<file path="src/design/mqlf_pkg.sv">
`timescale 1ns / 1ps
// ----------------------------------------------------------------------------
// mqlf_pkg
// Shared widths, codes and defaults for the multi-queue linked FIFO.
// ----------------------------------------------------------------------------
package mqlf_pkg;

    // payload field widths
    localparam int MODE_W   = 1;
    localparam int QSEL_W   = 2;
    localparam int ID_W     = 16;
    localparam int GRADE_W  = 8;
    localparam int STATUS_W = 2;
    localparam int REC_W    = ID_W + GRADE_W;

    // parameter defaults
    localparam int NUM_QUEUES_DEF = 3;
    localparam int POOL_DEPTH_DEF = 64;

    // operation codes
    localparam logic [MODE_W-1:0] MODE_ENQ = 1'b0;
    localparam logic [MODE_W-1:0] MODE_DEQ = 1'b1;

    // status codes
    localparam logic [STATUS_W-1:0] ST_OK    = 2'd0;
    localparam logic [STATUS_W-1:0] ST_FULL  = 2'd1;
    localparam logic [STATUS_W-1:0] ST_EMPTY = 2'd2;

    typedef logic [STATUS_W-1:0] t_status;

endpackage

</file>
<file path="src/design/mqlf_if.sv">
`timescale 1ns / 1ps
// ----------------------------------------------------------------------------
// mqlf_in_if / mqlf_out_if
// Valid/ready channels for queue operations and their results.
// ----------------------------------------------------------------------------

// operation channel
interface mqlf_in_if;
    import mqlf_pkg::*;

    logic               valid;
    logic               ready;
    logic [MODE_W-1:0]  mode;
    logic [QSEL_W-1:0]  queue_sel;
    logic [ID_W-1:0]    rec_id;
    logic [GRADE_W-1:0] rec_grade;

    modport source (output valid, mode, queue_sel, rec_id, rec_grade, input ready);
    modport sink   (input valid, mode, queue_sel, rec_id, rec_grade, output ready);
endinterface

// result channel
interface mqlf_out_if;
    import mqlf_pkg::*;

    logic               valid;
    logic               ready;
    logic [STATUS_W-1:0] status;
    logic [ID_W-1:0]    out_id;
    logic [GRADE_W-1:0] out_grade;
    logic               now_empty;

    modport source (output valid, status, out_id, out_grade, now_empty, input ready);
    modport sink   (input valid, status, out_id, out_grade, now_empty, output ready);
endinterface

</file>
<file path="src/design/mqlf_ram.sv">
`timescale 1ns / 1ps
// ----------------------------------------------------------------------------
// mqlf_ram
// Generic simple dual-port RAM, one write port, one registered read port.
// ----------------------------------------------------------------------------
module mqlf_ram #(
    parameter int WIDTH = 8,
    parameter int DEPTH = 64
) (
    input  logic                     i_clk,
    input  logic                     i_we,
    input  logic [$clog2(DEPTH)-1:0] i_waddr,
    input  logic [WIDTH-1:0]         i_wdata,
    input  logic                     i_re,
    input  logic [$clog2(DEPTH)-1:0] i_raddr,
    output logic [WIDTH-1:0]         o_rdata
);

    logic [WIDTH-1:0] r_mem [DEPTH];
    logic [WIDTH-1:0] r_rdata;

    // write port
    always_ff @(posedge i_clk) begin
        if (i_we) begin
            r_mem[i_waddr] <= i_wdata;
        end
    end

    // registered read, holds until the next read
    always_ff @(posedge i_clk) begin
        if (i_re) begin
            r_rdata <= r_mem[i_raddr];
        end
    end

    assign o_rdata = r_rdata;

endmodule

</file>
<file path="src/design/multi_queue_linked_fifo.sv">
`timescale 1ns / 1ps
// ----------------------------------------------------------------------------
// multi_queue_linked_fifo
// Several FIFO queues linked through one shared pool of record slots.
//
//   channel  dir  handshake      word
//   i_in     in   valid/ready    mode, queue_sel, rec_id, rec_grade
//   o_out    out  valid/ready    status, out_id, out_grade, now_empty
//
// Each operation takes two steps: the accept cycle issues the reads of the
// record, link and free-stack memories, and the update step then applies the
// update, as the memories have registered reads.
// Reset is synchronous; no clearing pass, unused slots come from a fill count.
// A stalled result holds the update cycle until the output register frees.
// ----------------------------------------------------------------------------
module multi_queue_linked_fifo #(
    parameter int NUM_QUEUES = mqlf_pkg::NUM_QUEUES_DEF,
    parameter int POOL_DEPTH = mqlf_pkg::POOL_DEPTH_DEF
) (
    input  logic        i_clk,
    input  logic        i_rst_n,
    mqlf_in_if.sink     i_in,
    mqlf_out_if.source  o_out
);
    import mqlf_pkg::*;

    localparam int AW  = $clog2(POOL_DEPTH);
    localparam int CW  = $clog2(POOL_DEPTH + 1);
    localparam int QIW = (NUM_QUEUES > 1) ? $clog2(NUM_QUEUES) : 1;
    localparam int QXW = QIW + QSEL_W;

    localparam logic S_IDLE = 1'b0;
    localparam logic S_EXEC = 1'b1;

    // control
    logic                r_state;
    logic                r_mode;
    logic                r_q_ok;
    logic [QIW-1:0]      r_qi;
    logic [ID_W-1:0]     r_id;
    logic [GRADE_W-1:0]  r_grade;

    // per-queue pointers and occupancy
    logic [AW-1:0]         r_head [NUM_QUEUES];
    logic [AW-1:0]         r_tail [NUM_QUEUES];
    logic [NUM_QUEUES-1:0] r_busy;

    // free pool: never-used slots counted up, recycled slots on a stack
    logic [CW-1:0] r_fresh;
    logic [CW-1:0] r_top;

    // output register
    logic                r_out_valid;
    t_status             r_out_status;
    logic [ID_W-1:0]     r_out_id;
    logic [GRADE_W-1:0]  r_out_grade;
    logic                r_out_empty;

    logic [QXW-1:0]  sel_ext;
    logic            sel_ok;
    logic [QIW-1:0]  sel_idx;
    logic            in_fire;
    logic            out_free;
    logic            exec_go;
    logic            have_free;
    logic            enq_ok;
    logic            deq_ok;
    logic            last_rec;
    logic [AW-1:0]   slot;
    logic [REC_W-1:0] rec_rdata;
    logic [AW-1:0]   link_rdata;
    logic [AW-1:0]   fs_rdata;
    logic [CW-1:0]   top_dec;

    t_status             n_status;
    logic [ID_W-1:0]     n_id;
    logic [GRADE_W-1:0]  n_grade;
    logic                n_empty;

    // input decode
    assign sel_ext = {{QIW{1'b0}}, i_in.queue_sel};
    assign sel_ok  = (sel_ext < QXW'(NUM_QUEUES));
    assign sel_idx = sel_ok ? sel_ext[QIW-1:0] : '0;
    assign i_in.ready = (r_state == S_IDLE);
    assign in_fire    = i_in.valid && i_in.ready;

    // update step gating
    assign out_free = !r_out_valid || o_out.ready;
    assign exec_go  = (r_state == S_EXEC) && out_free;

    assign top_dec   = r_top - CW'(1);
    assign have_free = (r_top != '0) || (r_fresh != CW'(POOL_DEPTH));
    assign enq_ok    = r_q_ok && (r_mode == MODE_ENQ) && have_free;
    assign deq_ok    = r_q_ok && (r_mode == MODE_DEQ) && r_busy[r_qi];
    assign last_rec  = (r_head[r_qi] == r_tail[r_qi]);
    assign slot      = (r_top != '0) ? fs_rdata : r_fresh[AW-1:0];

    // record store
    mqlf_ram #(.WIDTH(REC_W), .DEPTH(POOL_DEPTH)) u_rec_ram (
        .i_clk   (i_clk),
        .i_we    (exec_go && enq_ok),
        .i_waddr (slot),
        .i_wdata ({r_id, r_grade}),
        .i_re    (in_fire),
        .i_raddr (r_head[sel_idx]),
        .o_rdata (rec_rdata)
    );

    // next links
    mqlf_ram #(.WIDTH(AW), .DEPTH(POOL_DEPTH)) u_link_ram (
        .i_clk   (i_clk),
        .i_we    (exec_go && enq_ok && r_busy[r_qi]),
        .i_waddr (r_tail[r_qi]),
        .i_wdata (slot),
        .i_re    (in_fire),
        .i_raddr (r_head[sel_idx]),
        .o_rdata (link_rdata)
    );

    // recycled slot stack
    mqlf_ram #(.WIDTH(AW), .DEPTH(POOL_DEPTH)) u_free_ram (
        .i_clk   (i_clk),
        .i_we    (exec_go && deq_ok),
        .i_waddr (r_top[AW-1:0]),
        .i_wdata (r_head[r_qi]),
        .i_re    (in_fire),
        .i_raddr (top_dec[AW-1:0]),
        .o_rdata (fs_rdata)
    );

    // result word
    always_comb begin
        n_status = ST_OK;
        n_id     = '0;
        n_grade  = '0;
        n_empty  = 1'b1;
        if (!r_q_ok) begin
            n_status = (r_mode == MODE_DEQ) ? ST_EMPTY : ST_FULL;
        end else if (r_mode == MODE_ENQ) begin
            n_status = enq_ok ? ST_OK : ST_FULL;
            n_empty  = enq_ok ? 1'b0 : !r_busy[r_qi];
        end else if (deq_ok) begin
            n_id    = rec_rdata[REC_W-1:GRADE_W];
            n_grade = rec_rdata[GRADE_W-1:0];
            n_empty = last_rec;
        end else begin
            n_status = ST_EMPTY;
        end
    end

    // sequencer, pointers and free pool
    always_ff @(posedge i_clk) begin
        if (!i_rst_n) begin
            r_state     <= S_IDLE;
            r_out_valid <= 1'b0;
            r_busy      <= '0;
            r_fresh     <= '0;
            r_top       <= '0;
            for (int i = 0; i < NUM_QUEUES; i++) begin
                r_head[i] <= '0;
                r_tail[i] <= '0;
            end
        end else begin
            // output word held until taken
            if (exec_go) begin
                r_out_valid <= 1'b1;
            end else if (o_out.ready) begin
                r_out_valid <= 1'b0;
            end
            unique case (r_state)
                S_IDLE: begin
                    if (in_fire) begin
                        r_state <= S_EXEC;
                    end
                end
                S_EXEC: begin
                    if (exec_go) begin
                        r_state <= S_IDLE;
                        if (enq_ok) begin
                            if (r_top != '0) begin
                                r_top <= top_dec;
                            end else begin
                                r_fresh <= r_fresh + CW'(1);
                            end
                            if (!r_busy[r_qi]) begin
                                r_head[r_qi] <= slot;
                            end
                            r_tail[r_qi] <= slot;
                            r_busy[r_qi] <= 1'b1;
                        end
                        if (deq_ok) begin
                            r_top <= r_top + CW'(1);
                            if (last_rec) begin
                                r_head[r_qi] <= '0;
                                r_tail[r_qi] <= '0;
                                r_busy[r_qi] <= 1'b0;
                            end else begin
                                r_head[r_qi] <= link_rdata;
                            end
                        end
                    end
                end
                default: begin
                    r_state <= S_IDLE;
                end
            endcase
        end
    end

    // captured operation and result payload
    always_ff @(posedge i_clk) begin
        if (in_fire) begin
            r_mode  <= i_in.mode;
            r_q_ok  <= sel_ok;
            r_qi    <= sel_idx;
            r_id    <= i_in.rec_id;
            r_grade <= i_in.rec_grade;
        end
        if (exec_go) begin
            r_out_status <= n_status;
            r_out_id     <= n_id;
            r_out_grade  <= n_grade;
            r_out_empty  <= n_empty;
        end
    end

    assign o_out.valid     = r_out_valid;
    assign o_out.status    = r_out_status;
    assign o_out.out_id    = r_out_id;
    assign o_out.out_grade = r_out_grade;
    assign o_out.now_empty = r_out_empty;

    // recycled slots can never outnumber slots handed out
    a_top_le_fresh: assert property (@(posedge i_clk) disable iff (!i_rst_n)
        r_top <= r_fresh)
        else $error("free stack deeper than slots ever allocated");

    // fresh counter stays within the pool
    a_fresh_range: assert property (@(posedge i_clk) disable iff (!i_rst_n)
        r_fresh <= CW'(POOL_DEPTH))
        else $error("fresh slot counter beyond pool depth");

    // a result appears only from the update step
    a_out_from_exec: assert property (@(posedge i_clk) disable iff (!i_rst_n)
        (r_out_valid && !$past(r_out_valid)) |-> $past(r_state == S_EXEC))
        else $error("result without an update step");

    // a successful dequeue always returns a slot to the stack
    a_deq_push: assert property (@(posedge i_clk) disable iff (!i_rst_n)
        (exec_go && deq_ok) |=> (r_top == $past(r_top) + CW'(1)))
        else $error("dequeue did not recycle its slot");

endmodule

</file>
<file path="src/flat_wrapper.sv">
// flat-port wrapper written by rule: the top's interface ports become plain ports
module multi_queue_linked_fifo_flat import mqlf_pkg::*;
#(
    parameter int NUM_QUEUES = mqlf_pkg::NUM_QUEUES_DEF,
    parameter int POOL_DEPTH = mqlf_pkg::POOL_DEPTH_DEF
)
  (i_clk, i_rst_n, i_in_valid, i_in_mode, i_in_queue_sel, i_in_rec_id, i_in_rec_grade, i_in_ready, o_out_valid, o_out_status, o_out_out_id, o_out_out_grade, o_out_now_empty, o_out_ready);
  mqlf_in_if i_in_i ();
  mqlf_out_if o_out_i ();
  input  logic i_clk;
  input  logic i_rst_n;
  input wire logic [$bits(i_in_i.valid)-1:0] i_in_valid;
  input wire logic [$bits(i_in_i.mode)-1:0] i_in_mode;
  input wire logic [$bits(i_in_i.queue_sel)-1:0] i_in_queue_sel;
  input wire logic [$bits(i_in_i.rec_id)-1:0] i_in_rec_id;
  input wire logic [$bits(i_in_i.rec_grade)-1:0] i_in_rec_grade;
  output wire logic [$bits(i_in_i.ready)-1:0] i_in_ready;
  output wire logic [$bits(o_out_i.valid)-1:0] o_out_valid;
  output wire logic [$bits(o_out_i.status)-1:0] o_out_status;
  output wire logic [$bits(o_out_i.out_id)-1:0] o_out_out_id;
  output wire logic [$bits(o_out_i.out_grade)-1:0] o_out_out_grade;
  output wire logic [$bits(o_out_i.now_empty)-1:0] o_out_now_empty;
  input wire logic [$bits(o_out_i.ready)-1:0] o_out_ready;
  assign i_in_i.valid = i_in_valid;
  assign i_in_i.mode = i_in_mode;
  assign i_in_i.queue_sel = i_in_queue_sel;
  assign i_in_i.rec_id = i_in_rec_id;
  assign i_in_i.rec_grade = i_in_rec_grade;
  assign i_in_ready = i_in_i.ready;
  assign o_out_valid = o_out_i.valid;
  assign o_out_status = o_out_i.status;
  assign o_out_out_id = o_out_i.out_id;
  assign o_out_out_grade = o_out_i.out_grade;
  assign o_out_now_empty = o_out_i.now_empty;
  assign o_out_i.ready = o_out_ready;
  multi_queue_linked_fifo #(.NUM_QUEUES(NUM_QUEUES), .POOL_DEPTH(POOL_DEPTH)) u_core (.i_clk(i_clk), .i_rst_n(i_rst_n), .i_in(i_in_i), .o_out(o_out_i));
endmodule
</file>
<file path="config.mk">
export PLATFORM = sky130hd
export DESIGN_NAME = multi_queue_linked_fifo_flat
export DESIGN_NICKNAME = d
export VERILOG_FILES = /design/src/design/mqlf_pkg.sv /design/src/design/mqlf_if.sv /design/src/design/mqlf_ram.sv /design/src/design/multi_queue_linked_fifo.sv /design/src/flat_wrapper.sv
export SDC_FILE = /design/constraint.sdc
export NUM_CORES = 2
export LEC_CHECK = 0
export ABC_CLOCK_PERIOD_IN_PS = 10500
export BUFFER_PORTS_ARGS = -buffer_cell sky130_fd_sc_hd__clkbuf_2
export CAP_MARGIN = 20
export CORE_ASPECT_RATIO = 0.9
export CORE_UTILIZATION = 35
export CTS_BUF_LIST = sky130_fd_sc_hd__clkbuf_8
export DETAILED_ROUTE_END_ITERATION = 12
export GPL_ROUTABILITY_DRIVEN = 0
export PLACE_DENSITY = 0.59
export SYNTH_ARGS = -nofsm -noshare
export SYNTH_HDL_FRONTEND = slang
export SYNTH_SLANG_ARGS = --single-unit
</file>
<file path="constraint.sdc">
create_clock -name i_clk -period 10.5 [get_ports i_clk]
set_clock_uncertainty 0.2 [all_clocks]
set_input_delay 2.1 -clock i_clk [delete_from_list [all_inputs] [get_ports i_clk]]
set_output_delay 2.1 -clock i_clk [all_outputs]
set_load 0.01 [all_outputs]
</file>
==> results.json <==
{
  "status": "finished, final reports clean",
  "fp-row-count": 181,
  "fmax_mhz": 169.7,
  "regArea_mm2": 0.07378,
  "post_drt_via_cell_ratio": 5.357,
  "antenna_found_initial": 14,
  "synth-edff-count": 2443,
  "max_cap_violations": 0,
  "core_area_mm2": 0.2709,
  "crit_fanout": 121,
  "rsz0062_at_grt": "false",
  "postCtsResizedCells": 0,
  "cp.arrival_ns": 6.47,
  "synthArstFlopShare_pct": 0,
  "path_cells": "clkbuf_2 > xor2_4 > o221a_4 > buf_4 > buf_12 > mux2i_1 > o22ai_1 > nor4_1 > a31oi_1",
  "grt_pass1_wl_um": 352400,
  "yosysTopAreaCell": "edfxtp_1",
  "syn_inst": 5151,
  "htree_num_levels": 5,
  "port-buffer-count": 59,
  "dp.cells": 8631,
  "first_pass_iters": 5,
  "power.leakage_nw": 34.28,
  "cp.required_ns": 11.07,
  "ys_seq_area_share_pct": 77.22,
  "p_total_w": 0.01975,
  "tightest_slew_ns": 1.255,
  "max_stage_delay_ns": 0.88,
  "path_class": "primary input to flop",
  "yosys_warnings": 0,
  "grt_max_degree": 132,
  "drt_iter0_drc": 5077,
  "wl_um": 244100,
  "peakVddDrop_uv": 153.9,
  "wire_per_inst_um": 26.26,
  "period_minus_slack_ns": 5.894,
  "p_per_area_mw_per_mm2": 183.8,
  "start_util_pct": 35.28,
  "finalHoldViolations": 0,
  "clkSlewWorstSetupHoldPaths_ns": 0.07,
  "fin_nets": 5491,
  "vias": 49800,
  "drive_above_1_share_pct": 19.46,
  "fillers": 24320,
  "drc": 0,
  "reg2reg_depth": 9,
  "final-instance-count-excl-fill": 9297,
  "maxSlewHeadroom_pct": 16.35,
  "io_pins": 60,
  "syn_nets": 5186,
  "synth_area_leaders": "edfxtp_1 77%, mux4_2 7.4%, mux2i_1 4.5%",
  "cts_buffer_depth": 4,
  "start_kind": "primary input",
  "crit_slowest_cell": "nor4_1",
  "clock_sinks": 2464,
  "hold_buffers": 0,
  "cts_tree": "built",
  "final_max_slew_viol_count": 0,
  "post-dp-hpwl_um": 133000,
  "grt_pass1_vias": 50110,
  "drtAntennaViolNets": 0,
  "synth_cell_types": 63,
  "syn_to_final_growth_pct": 12.42,
  "clk_latency_ns": 1.09,
  "synth_area_per_cell_um2": 18.55,
  "cts-root-buf": "clkbuf_8",
  "overflow": 0,
  "timing.final.crit_share_pct": 56.13,
  "cts_setup_buffers": 0,
  "synth_seq_cells": 2464,
  "die_w_um": 552.8,
  "die_area_mm2": 0.2751,
  "grt_use_total_pct": 17.45,
  "ys.flop_type": "edfxtp_1",
  "hold_depth": 2,
  "end_kind": "flop",
  "finalSetupViolCount": 0,
  "numCtsBuffers": 386,
  "holdCritPathClass": "flop to flop",
  "multi_input_area_mm2": 0.02061,
  "die_h_um": 497.7,
  "setup_tns_ns": 0,
  "syn_area_mm2": 0.09555,
  "netlist.area_leader.share_pct": 76.78
}
==> final timing paths <==
check / endpoint / start / slack (ns)
setup reg to reg: u_core.u_rec_ram.r_mem[34][20] / u_core.r_top[3] / 4.95
hold reg to reg: u_core.r_fresh[6] / u_core.r_fresh[6] / 0.29
hold / removal: u_core.r_fresh[6] / u_core.r_fresh[6] / 0.29
setup / recovery: u_core.u_rec_ram.o_rdata[3] / i_in_queue_sel[1] / 4.61
==> per-stage QoR <==
stage	hold WS [ns]	area [µm²]	worst slack [ns]	utilization, %
after floorplan	0.2512	95550	5.664	-
after global placement	0.2658	100500	3.554	37.09
after detailed placement	0.2836	100500	3.514	37.09
after CTS	0.2920	107300	4.737	39.61
after global routing	0.3179	107400	4.537	39.66
final	0.2901	107400	4.606	39.66
==> power breakdown <==
group	leakage (nW)	internal, W	switching [W]
combinational	8.61	0.000432	0.000954
sequential	21.8	0.0109	0.0000475
clock	3.91	0.00380	0.00362
total	34.3	0.0151	0.00462
==> synthesized netlist by cell type, types with 35 or more instances <==
cell type,number
buf_2,107
nor2_1,258
a21oi_1,167
nand3_1,93
clkbuf_1,126
mux2i_1,427
o22ai_1,147
mux4_2,316
edfxtp_1,2443
and2_1,35
nand2_1,487
nor4_1,60
==> state kept, by name, indices dropped and copies added (netlist names), 2 cells and up, named ones only <==
signal and count:
u_core.r_tail 24, u_core.o_out.out_id 16, u_core.r_head 24, u_core.r_fresh 7
u_core.u_link_ram.r_mem 384, u_core.u_rec_ram.o_rdata 24, u_core.r_busy 3, u_core.r_id 16
u_core.u_link_ram.o_rdata 6, u_core.u_rec_ram.r_mem 1536, u_core.o_out.status 2, u_core.r_qi 2
u_core.r_top 7, u_core.r_grade 8, u_core.o_out.out_grade 8, u_core.u_free_ram.r_mem 384
u_core.u_free_ram.o_rdata 6
==> layout make-up <==
cell class | instances | share of cell area (%)
well taps | 3568 | 4.156
diodes | 4 | 0.009318
repair buffers | 211 | 1.505
multi-input cells | 2370 | 19.19
clock inverters | 264 | 1.334
flip-flops and latches | 2464 | 68.69
clock buffers | 393 | 5.035
inverters | 23 | 0.08270
==> kinds of logic (layout without fill, tap and decap cells) <==
| logic type | after synthesis | count (layout) | share of synthesized area [%] |
|---|---|---|---|
| XOR/XNOR | 19 | 19 | 0.1938 |
| multiplexers | 747 | 747 | 11.99 |
| buffers and inverters | 317 | 891 | 1.601 |
| flip-flops | 2464 | 2464 | 77.22 |
| AO/OA/AOI/OAI | 591 | 591 | 4.375 |
| other | 0 | 4 | 0 |
| adder cells (fa/ha/maj) | 4 | 4 | 0.05238 |
| AND/OR/NAND/NOR | 1009 | 1009 | 4.567 |
==> layer usage <==
metal,share of wire (%),track usage (%)
met1,42,24.16
met2,47,27.91
met3,8.2,3.566
met4,2.2,4.882
met5,0.011,0
==> worst max-delay path: cells and delay by family <==
kind | cells | cell delay [ns]
compound gates | 3 | 1.06
buf+inv | 3 | 1.59
simple gates | 1 | 0.88
xor+xnor | 1 | 0.35
mux | 1 | 0.26
==> layout by cell type (no fill, tap or decap), types with 60 or more instances in the layout <==
master    count
clkinv_1    102
nand3_1      93
a21oi_1     167
nor2_1      190
edfxtp_1   2443
nor4_1       60
mux2i_1     425
o22ai_1     147
clkbuf_8    393
buf_4       139
nand2_1     486
mux4_2      316
inv_1       123
Note: power is estimated with default switching activity, not from simulation.
